**src/irpd_pkg.sv**
```systemverilog
// Shared types and constants for the infrared remote pulse decoder.
`default_nettype none
package irpd_pkg;

	localparam int unsigned IDX_W  = 3;
	localparam int unsigned DATA_W = 16;

	localparam logic [IDX_W-1:0] REG_ZERO_LOW  = 3'd0;
	localparam logic [IDX_W-1:0] REG_ZERO_HIGH = 3'd1;
	localparam logic [IDX_W-1:0] REG_ONE_LOW   = 3'd2;
	localparam logic [IDX_W-1:0] REG_ONE_HIGH  = 3'd3;
	localparam logic [IDX_W-1:0] REG_GAP       = 3'd4;
	localparam logic [IDX_W-1:0] REG_HOLD      = 3'd5;
	localparam logic [IDX_W-1:0] REG_SYNC_LOW  = 3'd6;

	localparam logic [15:0] RST_ZERO_LOW  = 16'd250;
	localparam logic [15:0] RST_ZERO_HIGH = 16'd550;
	localparam logic [15:0] RST_ONE_LOW   = 16'd900;
	localparam logic [15:0] RST_ONE_HIGH  = 16'd1400;
	localparam logic [15:0] RST_GAP       = 16'd1500;
	localparam logic [15:0] RST_HOLD      = 16'd300;
	localparam logic [5:0]  RST_SYNC_LOW  = 6'd50;

	localparam logic [4:0] FRAME_EDGES = 5'd24;
	localparam logic [4:0] HALF_EDGES  = 5'd12;

	localparam logic KIND_EDGE = 1'b0;
	localparam logic KIND_READ = 1'b1;

	typedef struct packed {
		logic [15:0] zero_low_us;
		logic [15:0] zero_high_us;
		logic [15:0] one_low_us;
		logic [15:0] one_high_us;
		logic [15:0] gap_us;
		logic [15:0] hold_ms;
		logic [5:0]  sync_low;
	} cfg_t;

endpackage
`default_nettype wire

```
**src/ir_remote_pulse_decoder.sv**
```systemverilog
// Top level of the infrared remote pulse decoder: handshake, stage registers, core.
//
// Input words (kind, edge_interval_us, now_ms) arrive on in_valid/in_ready.
// kind 0 is a signal edge carrying the time since the previous edge; kind 1
// reads the current code and applies the hold-time and fresh-flag rules.
// Every input word produces exactly one output word (code, accepted) on
// out_valid/out_ready, in order.
// An accepted word lands in the input register, is decoded from there and its
// result is written to the output register. One word can be accepted in every
// cycle while the receiver does not stall; the decode is a single pass of
// compares and shifts between the two registers, which sets the throughput of
// one word per cycle.
// When the receiver stalls, the output register holds its word and the input
// register keeps one more; in_ready drops only while both are full.
// Configuration is written through cfg_we/cfg_index/cfg_data and takes effect
// for the next decoded word; write it only while the block is idle.
// Reset (arst_n low) empties both registers and returns all decoder state and
// registers to their defaults; no clearing pass is needed.
`default_nettype none
module ir_remote_pulse_decoder (
	input  wire logic                       clk,
	input  wire logic                       arst_n,
	input  wire logic                       in_valid,
	output logic                            in_ready,
	input  wire logic                       kind,
	input  wire logic [15:0]                edge_interval_us,
	input  wire logic [31:0]                now_ms,
	output logic                            out_valid,
	input  wire logic                       out_ready,
	output logic [15:0]                     code,
	output logic                            accepted,
	input  wire logic                       cfg_we,
	input  wire logic [irpd_pkg::IDX_W-1:0]  cfg_index,
	input  wire logic [irpd_pkg::DATA_W-1:0] cfg_data
);

	irpd_pkg::cfg_t cfg;

	// Input stage register.
	logic        valid_s1;
	logic        kind_s1;
	logic [15:0] interval_s1;
	logic [31:0] now_s1;

	// Output register.
	logic        out_valid_q;
	logic [15:0] code_q;
	logic        accepted_q;

	logic        advance;
	logic [15:0] code_nx;
	logic        accepted_nx;

	// The stage word moves on whenever the output register is free or is
	// being emptied in this cycle.
	assign advance  = valid_s1 && (!out_valid_q || out_ready);
	assign in_ready = !valid_s1 || advance;

	irpd_cfg_regs u_cfg (
		.clk    (clk),
		.arst_n (arst_n),
		.we     (cfg_we),
		.index  (cfg_index),
		.data   (cfg_data),
		.cfg    (cfg)
	);

	irpd_core u_core (
		.clk              (clk),
		.arst_n           (arst_n),
		.step             (advance),
		.kind             (kind_s1),
		.edge_interval_us (interval_s1),
		.now_ms           (now_s1),
		.cfg              (cfg),
		.code_nx          (code_nx),
		.accepted_nx      (accepted_nx)
	);

	always_ff @(posedge clk or negedge arst_n) begin
		if (!arst_n) begin
			valid_s1 <= 1'b0;
		end else if (in_ready) begin
			valid_s1 <= in_valid;
		end
	end

	always_ff @(posedge clk) begin
		if (in_valid && in_ready) begin
			kind_s1     <= kind;
			interval_s1 <= edge_interval_us;
			now_s1      <= now_ms;
		end
	end

	always_ff @(posedge clk or negedge arst_n) begin
		if (!arst_n) begin
			out_valid_q <= 1'b0;
		end else if (advance) begin
			out_valid_q <= 1'b1;
		end else if (out_ready) begin
			out_valid_q <= 1'b0;
		end
	end

	always_ff @(posedge clk) begin
		if (advance) begin
			code_q     <= code_nx;
			accepted_q <= accepted_nx;
		end
	end

	assign out_valid = out_valid_q;
	assign code      = code_q;
	assign accepted  = accepted_q;

endmodule
`default_nettype wire

```
**src/irpd_cfg_regs.sv**
```systemverilog
// Configuration register file of the infrared remote pulse decoder.
`default_nettype none
module irpd_cfg_regs (
	input  wire logic                       clk,
	input  wire logic                       arst_n,
	input  wire logic                       we,
	input  wire logic [irpd_pkg::IDX_W-1:0]  index,
	input  wire logic [irpd_pkg::DATA_W-1:0] data,
	output irpd_pkg::cfg_t                  cfg
);

	irpd_pkg::cfg_t cfg_q;

	always_ff @(posedge clk or negedge arst_n) begin
		if (!arst_n) begin
			cfg_q.zero_low_us  <= irpd_pkg::RST_ZERO_LOW;
			cfg_q.zero_high_us <= irpd_pkg::RST_ZERO_HIGH;
			cfg_q.one_low_us   <= irpd_pkg::RST_ONE_LOW;
			cfg_q.one_high_us  <= irpd_pkg::RST_ONE_HIGH;
			cfg_q.gap_us       <= irpd_pkg::RST_GAP;
			cfg_q.hold_ms      <= irpd_pkg::RST_HOLD;
			cfg_q.sync_low     <= irpd_pkg::RST_SYNC_LOW;
		end else if (we) begin
			case (index)
				irpd_pkg::REG_ZERO_LOW:  cfg_q.zero_low_us  <= data;
				irpd_pkg::REG_ZERO_HIGH: cfg_q.zero_high_us <= data;
				irpd_pkg::REG_ONE_LOW:   cfg_q.one_low_us   <= data;
				irpd_pkg::REG_ONE_HIGH:  cfg_q.one_high_us  <= data;
				irpd_pkg::REG_GAP:       cfg_q.gap_us       <= data;
				irpd_pkg::REG_HOLD:      cfg_q.hold_ms      <= data;
				irpd_pkg::REG_SYNC_LOW:  cfg_q.sync_low     <= data[5:0];
				default: ;
			endcase
		end
	end

	assign cfg = cfg_q;

endmodule
`default_nettype wire

```
**src/irpd_core.sv**
```systemverilog
// Frame decoder state and its next-state logic for one word per cycle while step is high.
`default_nettype none
module irpd_core (
	input  wire logic           clk,
	input  wire logic           arst_n,
	input  wire logic           step,
	input  wire logic           kind,
	input  wire logic [15:0]    edge_interval_us,
	input  wire logic [31:0]    now_ms,
	input  wire irpd_pkg::cfg_t cfg,
	output logic [15:0]         code_nx,
	output logic                accepted_nx
);

	logic [4:0]  edge_count_q, ec_d;
	logic [7:0]  low_shift_q, ls_d;
	logic [7:0]  high_shift_q, hs_d;
	logic [7:0]  first_low_q, fl_d;
	logic [7:0]  first_high_q, fh_d;
	logic        awaiting_q, aw_d;
	logic [15:0] held_q, held_d;
	logic [31:0] accept_time_q, at_d;
	logic        fresh_q, fresh_d;

	logic [31:0] elapsed;
	logic [4:0]  ec_start;
	logic [4:0]  ec_inc;
	logic [7:0]  ls_new, hs_new;
	logic        is_zero, is_one, bit_val;
	logic        take;

	always_comb begin
		ec_d      = edge_count_q;
		ls_d      = low_shift_q;
		hs_d      = high_shift_q;
		fl_d      = first_low_q;
		fh_d      = first_high_q;
		aw_d      = awaiting_q;
		held_d    = held_q;
		at_d      = accept_time_q;
		fresh_d   = fresh_q;
		take      = 1'b0;
		elapsed   = now_ms - accept_time_q;
		is_zero   = (edge_interval_us > cfg.zero_low_us) &&
			(edge_interval_us < cfg.zero_high_us);
		is_one    = (edge_interval_us > cfg.one_low_us) &&
			(edge_interval_us < cfg.one_high_us);
		// Overlapping windows resolve to bit zero.
		bit_val   = !is_zero;
		ls_new    = low_shift_q;
		hs_new    = high_shift_q;
		ec_start  = edge_count_q;
		ec_inc    = edge_count_q;
		if (kind == irpd_pkg::KIND_READ) begin
			if (elapsed < {16'd0, cfg.hold_ms}) begin
				if (fresh_q) begin
					fresh_d = 1'b0;
					ec_d    = '0;
				end
			end else begin
				held_d = '0;
			end
		end else begin
			// A long interval starts a new frame before this edge counts.
			if (edge_interval_us > cfg.gap_us) begin
				ec_start = '0;
				ls_new   = '0;
				hs_new   = '0;
			end
			ec_inc = ec_start + 5'd1;
			if (ec_start < irpd_pkg::FRAME_EDGES) begin
				if (ec_start[0] && (is_zero || is_one)) begin
					if (ec_start < irpd_pkg::HALF_EDGES)
						ls_new = {ls_new[6:0], bit_val};
					else
						hs_new = {hs_new[6:0], bit_val};
				end
				ec_d = ec_inc;
				ls_d = ls_new;
				hs_d = hs_new;
				if (ec_inc == irpd_pkg::FRAME_EDGES) begin
					if (ls_new == {2'b00, cfg.sync_low}) begin
						take = 1'b1;
					end else if (!awaiting_q) begin
						fl_d = ls_new;
						fh_d = hs_new;
						ec_d = '0;
						ls_d = '0;
						hs_d = '0;
						aw_d = 1'b1;
					end else begin
						aw_d = 1'b0;
						take = (first_low_q == ls_new) && (first_high_q == hs_new);
					end
				end
			end else begin
				ec_d = ec_start;
				ls_d = ls_new;
				hs_d = hs_new;
			end
			if (take) begin
				held_d  = {hs_new, ls_new};
				at_d    = now_ms;
				fresh_d = 1'b1;
			end
		end
	end

	always_ff @(posedge clk or negedge arst_n) begin
		if (!arst_n) begin
			edge_count_q  <= '0;
			low_shift_q   <= '0;
			high_shift_q  <= '0;
			first_low_q   <= '0;
			first_high_q  <= '0;
			awaiting_q    <= 1'b0;
			held_q        <= '0;
			accept_time_q <= '0;
			fresh_q       <= 1'b0;
		end else if (step) begin
			edge_count_q  <= ec_d;
			low_shift_q   <= ls_d;
			high_shift_q  <= hs_d;
			first_low_q   <= fl_d;
			first_high_q  <= fh_d;
			awaiting_q    <= aw_d;
			held_q        <= held_d;
			accept_time_q <= at_d;
			fresh_q       <= fresh_d;
		end
	end

	assign code_nx     = held_d;
	assign accepted_nx = take;

endmodule
`default_nettype wire

```
**config.mk**
```make
export PLATFORM = sky130hd
export DESIGN_NAME = ir_remote_pulse_decoder
export DESIGN_NICKNAME = d
export VERILOG_FILES = /design/src/irpd_pkg.sv /design/src/ir_remote_pulse_decoder.sv /design/src/irpd_cfg_regs.sv /design/src/irpd_core.sv
export SDC_FILE = /design/constraint.sdc
export NUM_CORES = 1
export LEC_CHECK = 0
export ABC_CLOCK_PERIOD_IN_PS = 6600
export BUFFER_PORTS_ARGS = -buffer_cell sky130_fd_sc_hd__clkbuf_2
export CORE_MARGIN = 2
export CORE_UTILIZATION = 55
export CTS_BUF_LIST = sky130_fd_sc_hd__clkbuf_8
export CTS_CLUSTER_DIAMETER = 150
export DETAILED_ROUTE_END_ITERATION = 16
export PLACE_DENSITY = 0.69
export SYNTH_ARGS = -nofsm -noshare
export SYNTH_HDL_FRONTEND = slang
export SYNTH_HIERARCHICAL = 1
export SYNTH_SLANG_ARGS = --single-unit
export TNS_END_PERCENT = 20
```
**constraint.sdc**
```tcl
create_clock -name clk -period 6.6 [get_ports clk]
set_clock_uncertainty 0.15 [all_clocks]
set_input_delay 0 -clock clk [delete_from_list [all_inputs] [get_ports clk]]
set_output_delay 0 -clock clk [all_outputs]
set_load 0.005 [all_outputs]
```
After elaboration in Yosys (flattened, before gate mapping)
Index checks and enable logic that the tools add are counted.

Flip-flop bits (word level): 257. Bits in latches: 0. Bits in writable memories: 0. Bits in read-only memories: 0. Bits of input ports: 73. Word-level logic and storage cells: 119. Memories: 0.

Add/sub/neg operators: 2. Multiply operators: 0. Div/mod/pow operators: 0. $lt $le $gt $ge: 8. Eq/ne operators: 12. Shift-type cells: 0. Multiplexer cells: 43. Bitwise operators: 3. Reduce and logical (&&, ||, !) cells: 28.

Operators by type and width (count): 8-bit two-way mux (20); 16-bit greater-than comparator (3); 16-bit two-way mux (3); 5-bit two-way mux (9); 16-bit < comparator (2); 32-bit by 16-bit < comparator with 1-bit output (1); 32-bit subtractor (1); 8-bit equality test (2); 2-bit AND reduction (8); 1-bit two-way mux (11); 3-bit equality test (second input constant) (3); 3-bit AND reduction (3); 8-bit by 6-bit equality test with 1-bit output (1); 3-bit by 2-bit equality test with 1-bit output (second input constant) (2); 1-bit logical AND (6); 6-bit AND reduction (1); 5-bit by 1-bit adder with 5-bit output (second input constant) (1); 5-bit equality test (second input constant) (1); 5-bit by 4-bit < comparator with 1-bit output (second input constant) (1); 5-bit < comparator (second input constant) (1); 5-bit AND reduction (1); 2-bit by 1-bit inequality test with 1-bit output (second input constant) (2); 2-bit nonzero test (2); 3-bit by 1-bit equality test with 1-bit output (second input constant) (1); other kinds (4) (10).

Depth between registers and ports, before layout
Depth in word-level cells: 17. Mapped depth: 25.

Modules after synthesis
Netlist, hierarchy kept.

By module, submodules not included: irpd_core (times used 1, cells an instance 1164, area each 9619.2 um^2); irpd_cfg_regs (times used 1, cells an instance 224, area each 3970.1 um^2); ir_remote_pulse_decoder (times used 1, cells an instance 74, area each 2085.8 um^2).

Least setup slack after synthesis
OpenSTA, ideal clock, no wires.

Kind: reg-to-reg. Start point: reg now_s1[0]. End point: reg code_q[10] (netlist: code[10]) (data pin). Setup time: 0.149 ns. Data arrival time: 4.512 ns. Data required time: 6.301 ns. Slack: 1.789 ns. Stages on the path, launching flop included: 24. Clock period less this slack: 4.811 ns. Cells stage by stage: edfxtp_1 inv_1 ha_1 inv_1 fa_1 a21oi_1 o21ai_0 a21oi_1 nor2_1 a311oi_1 o21ai_0 xnor2_1 ha_1 nor2b_1 o21ai_0 o2111ai_1 nor4_1 o221a_2 nand4b_1 nor4b_1 a31o_2 buf_1 nand2_1 mux2i_1.

Cells in the longest elaborated chain, start to end: 4.

Ends and longest elaborated chain: from (decl) (RTL line ir_remote_pulse_decoder.sv:43) `logic [31:0] now_s1;`; from (signal assigned) (RTL line ir_remote_pulse_decoder.sv:92) `now_s1 <= now_ms;`; 32-bit subtractor (RTL line irpd_core.sv:43) `elapsed = now_ms - accept_time_q;`; 32-bit by 16-bit < comparator with 1-bit output (RTL line irpd_core.sv:55) `if (elapsed < {16'd0, cfg.hold_ms}) begin`; 16-bit two-way mux (RTL line irpd_core.sv:55); 16-bit two-way mux (RTL line irpd_core.sv:54) `if (kind == irpd_pkg::KIND_READ) begin`; via code_nx[10] (RTL line ir_remote_pulse_decoder.sv:51) `logic [15:0] code_nx;`; to (signal assigned) (RTL line ir_remote_pulse_decoder.sv:108) `code_q <= code_nx;`; to (decl) (RTL line ir_remote_pulse_decoder.sv:47) `logic [15:0] code_q;`.

The timed path passes the listed nets, and every way through them passes these cells. A chain may end at the register's enable or synchronous reset.

Worst setup path in the final report
Start point: reg now_s1[0]. End point: reg code_q[7] (netlist: code[7]) (data pin).

The elaborated chain is that of the path after synthesis.

==> out/qor.txt <==
Pins Over Slew Limit: 0
Synth area leader: dfrtp_1
wire per inst: 18.22 microns
clock buffer depth: 3
TritonCTS buffer count: 45
Core ar.: 27930 sq um
Final Net Count: 1872
sw power: 1390 uW
worst path cell trace: inv_1 -> ha_1 -> inv_1 -> fa_1 -> a21oi_1 -> o21ai_0 -> a21oi_1 -> nor2_1 -> o21a_1 -> o21ai_0 -> nand2b_1 -> a21oi_1 -> xnor2_1 -> ha_1 -> a21o_1 -> a21oi_1 -> nor2_1 -> nor4_1 -> o221a_2 -> nand4b_1 -> nor4b_1 -> a31o_2 -> nand2_1 -> mux2i_1
Post-Route Setup TNS: 0 ps
Setup violations, final: 0
Worst Path Buf+Inv: 2
pwr dens: 248.1 nW/um^2
Detail Route Antenna Nets: 0
hold_ws: -7.981 ps
Rows: 61
Synth Register Bits: 257
ys async rst share: 74.32%
Placement Setup Slack: 1065 ps
Root Driver: clkbuf_8
vias: 12110
Sink Count: 257
clock insertion delay at the later pin of the skew report: 570 ps
share of cells above drive strength 1: 21.77%
Main synth FF type: dfrtp_1
post-route minimum period: 5595 ps
CP peak stage delay: 580 ps
DR vias/cell: 5.800
Syn Std Cell Area: 15680 sq um
RD Place Congestion: 0.9249
RSZ-0062 raised after global routing: false
Mean Syn Cell Area: 10.72 sq um
final hold violation count: 3
Synth top area share: 25.06%
Die H: 172.8 microns
max_slew headroom: 24.99%
Seq pwr share: 44.3%
status: finished, violations left
First-pass DRT Iterations: 5
worst vdd ir: 0.0002242 V
Least-Margin Pin Slew: 1123 ps
GRT Util Overall: 25.60%
nature of the critical path startpoint: flop
routed wire length: 38.05 mm
Hold Path Class: input pin to asynchronous set/reset pin
endpoint class of the critical path: flop
Top delay family on crit path: compound AO/OA/AOI/OAI gates
Port Buffer Count: 91
IO Pins: 92
largest net degree at the start of global routing: 124
failing checks: negative hold slack
initial antenna violation count: 1
Pint: 3200 uW
dpl hpwl: 25.79 mm
CTS clk-pin slew, worst paths: 60 ps
area added between synthesis and finish: 18.04%
crit path DAT: 5830 ps
WP data required: 6840 ps
Unique masters post-synth: 91
Comb power frac: 23.7%
number of synthesized flops with an enable pin: 66
syn nets: 1662
CTS tree: done
Crit path top cell by count: a21oi_1
die area: 29870 sq um
FMAX: 0.1787 GHz
Switching Share: 30.28%
fin worst setup slack: 1005 ps
Mapped Cells: 1462
H-tree Lvls: 2
post-synthesis sequential area ratio: 43.41%
clock power share: 32.1%
worst-path fanout max: 17
drt drc: 0
Synth area leaders: dfrtp_1 (25%), edfxtp_1 (13%), ha_1 (10%), mux2_2 (7.7%), dfstp_2 (5.7%)
vias in the first global route: 12400
DR iter-0 viols: 1069
initial core utilization: 56.11%
synth warn: 6
Die W: 172.8 microns
total congestion overflow: 0
LEAKAGE: 0.008322 uW
first-pass GRT wire length: 62.98 mm
CP max stage cell: nor4b_1
CTS resizes: 0
Max Cap Violations: 0
critical path type: flop to flop
final period utilization: 84.78%
worst reg2reg max path: stages (launching register included):
cell and delay, ps:
edfxtp_1 380, inv_1 70, ha_1 160, inv_1 50
fa_1 390, a21oi_1 200, o21ai_0 110, a21oi_1 330
nor2_1 110, o21a_1 200, o21ai_0 150, nand2b_1 70
a21oi_1 190, xnor2_1 170, ha_1 280, a21o_1 160
a21oi_1 240, nor2_1 90, nor4_1 220, o221a_2 220
nand4b_1 90, nor4b_1 580, a31o_2 510, nand2_1 130
mux2i_1 160
layout by cell type, fill, tap and decap left out, drive strengths merged, types with 11 or more instances in the layout:
cell type and instances:
xnor2 17, nand4 23, a22oi 12, and2 21, ha 126, mux2 148, o21a 11, buf 15
dfrtp 157, clkbuf 139, nand3 14, clkinv 12, a222oi 15, xor2 13, edfxtp 66, nand2 88
mux2i 36, nor2 68, dfstp 34, dlygate4sd3 112, inv 186, a21oi 70, nor3 14, nor2b 11
a21o 27, o21ai 90, nor4 11
state kept, by name (all words and copies together) (netlist names):
register,count
u_cfg/cfg,102
now_s1,32
u_core/accept_time_q,32
code,16
interval_s1,16
u_core/held_q,16
u_core/first_high_q,8
u_core/first_low_q,8
u_core/high_shift_q,8
u_core/low_shift_q,8
u_core/edge_count_q,5
accepted,1
kind_s1,1
out_valid,1
u_core/awaiting_q,1
u_core/fresh_q,1
valid_s1,1
synth_stat cells (27+ instances only):
library cell / count
inv_1: 165
dfrtp_1: 157
ha_1: 126
mux2_2: 107
nand2_1: 88
o21ai_0: 85
a21oi_1: 69
nor2_1: 68
edfxtp_1: 66
mux2_4: 40
mux2i_1: 36
dfstp_2: 34
clkbuf_1: 28
a21o_1: 27
cells by family after synthesis:
group / synth area share, %
adders and majority gates: 10.19
and+or+nand+nor: 10.54
AOI/OAI and AO/OA: 14.38
buffers and inverters: 5.923
muxes: 13.89
DFF: 43.41
xor gates and xnor gates: 1.676
power by group through the flow:
| stage | logic (uW) | clock network (uW) | registers [uW] |
|---|---|---|---|
| 3_5_place_dp | 1020 | 0 | 2060 |
| 5_1_grt | 1210 | 1590 | 2060 |
| 4_1_cts | 1080 | 1510 | 2030 |
| 2_1_floorplan | 740 | 0 | 2010 |
| 6_report | 1090 | 1470 | 2030 |
| 3_3_place_gp | 984 | 0 | 2050 |
final cells by class:
cell class	instances	area, sq um
timing repair buffer	218	1698
clock buffer	48	660.6
inverter	166	623.1
tap	378	473.0
antenna	1	2.502
multi-input combinational	984	8001
sequential	257	6804
clock inverter	36	240.2
fill	2231	9432
final timing paths:
| kind | end | cells after the start | start | slack, ps |
|---|---|---|---|---|
| min reg2reg | u_cfg/cfg[27] | 1 | u_cfg/cfg[27] | 350 |
| min in group clk | now_s1[18] | 2 | now_ms[18] | 20 |
| max in group asynchronous | u_core/first_low_q[2] | 3 | arst_n | 4820 |
| max | code[7] | 24 | now_s1[0] | 1000 |
| max reg2reg | code[7] | 24 | now_s1[0] | 1000 |
| min | u_core/accept_time_q[15] | 2 | arst_n | -8 |
metrics by stage:
stage	std cells	cell area, sq um	power, uW	hold slack, ps	utilization [%]
final	2088	18500	4590	-7.981	66.24
after detailed placement	1891	16480	3073	28.61	58.99
after CTS	2085	18480	4614	0.2675	66.16
after floorplan	1462	15680	2752	-445.6	-
after global routing	2088	18500	4861	6.375	66.24
after global placement	1891	16480	3033	26.89	58.99
metal layers:
layer | GRT usage, % | share of wire, % | vias to the layer above
li1 | - | - | 5747
met1 | 34.50 | 44 | 5901
met2 | 42.53 | 47 | 374
met3 | 4.090 | 5.3 | 89
met4 | 8.051 | 2.9 | 0
met5 | 0 | 0 | -
repair_timing:
action	CTS	global route
endpoints found under the hold margin	318	2
hold buffers	110	2
buffers inserted	0	0
Power figures use the tool's default switching activity.
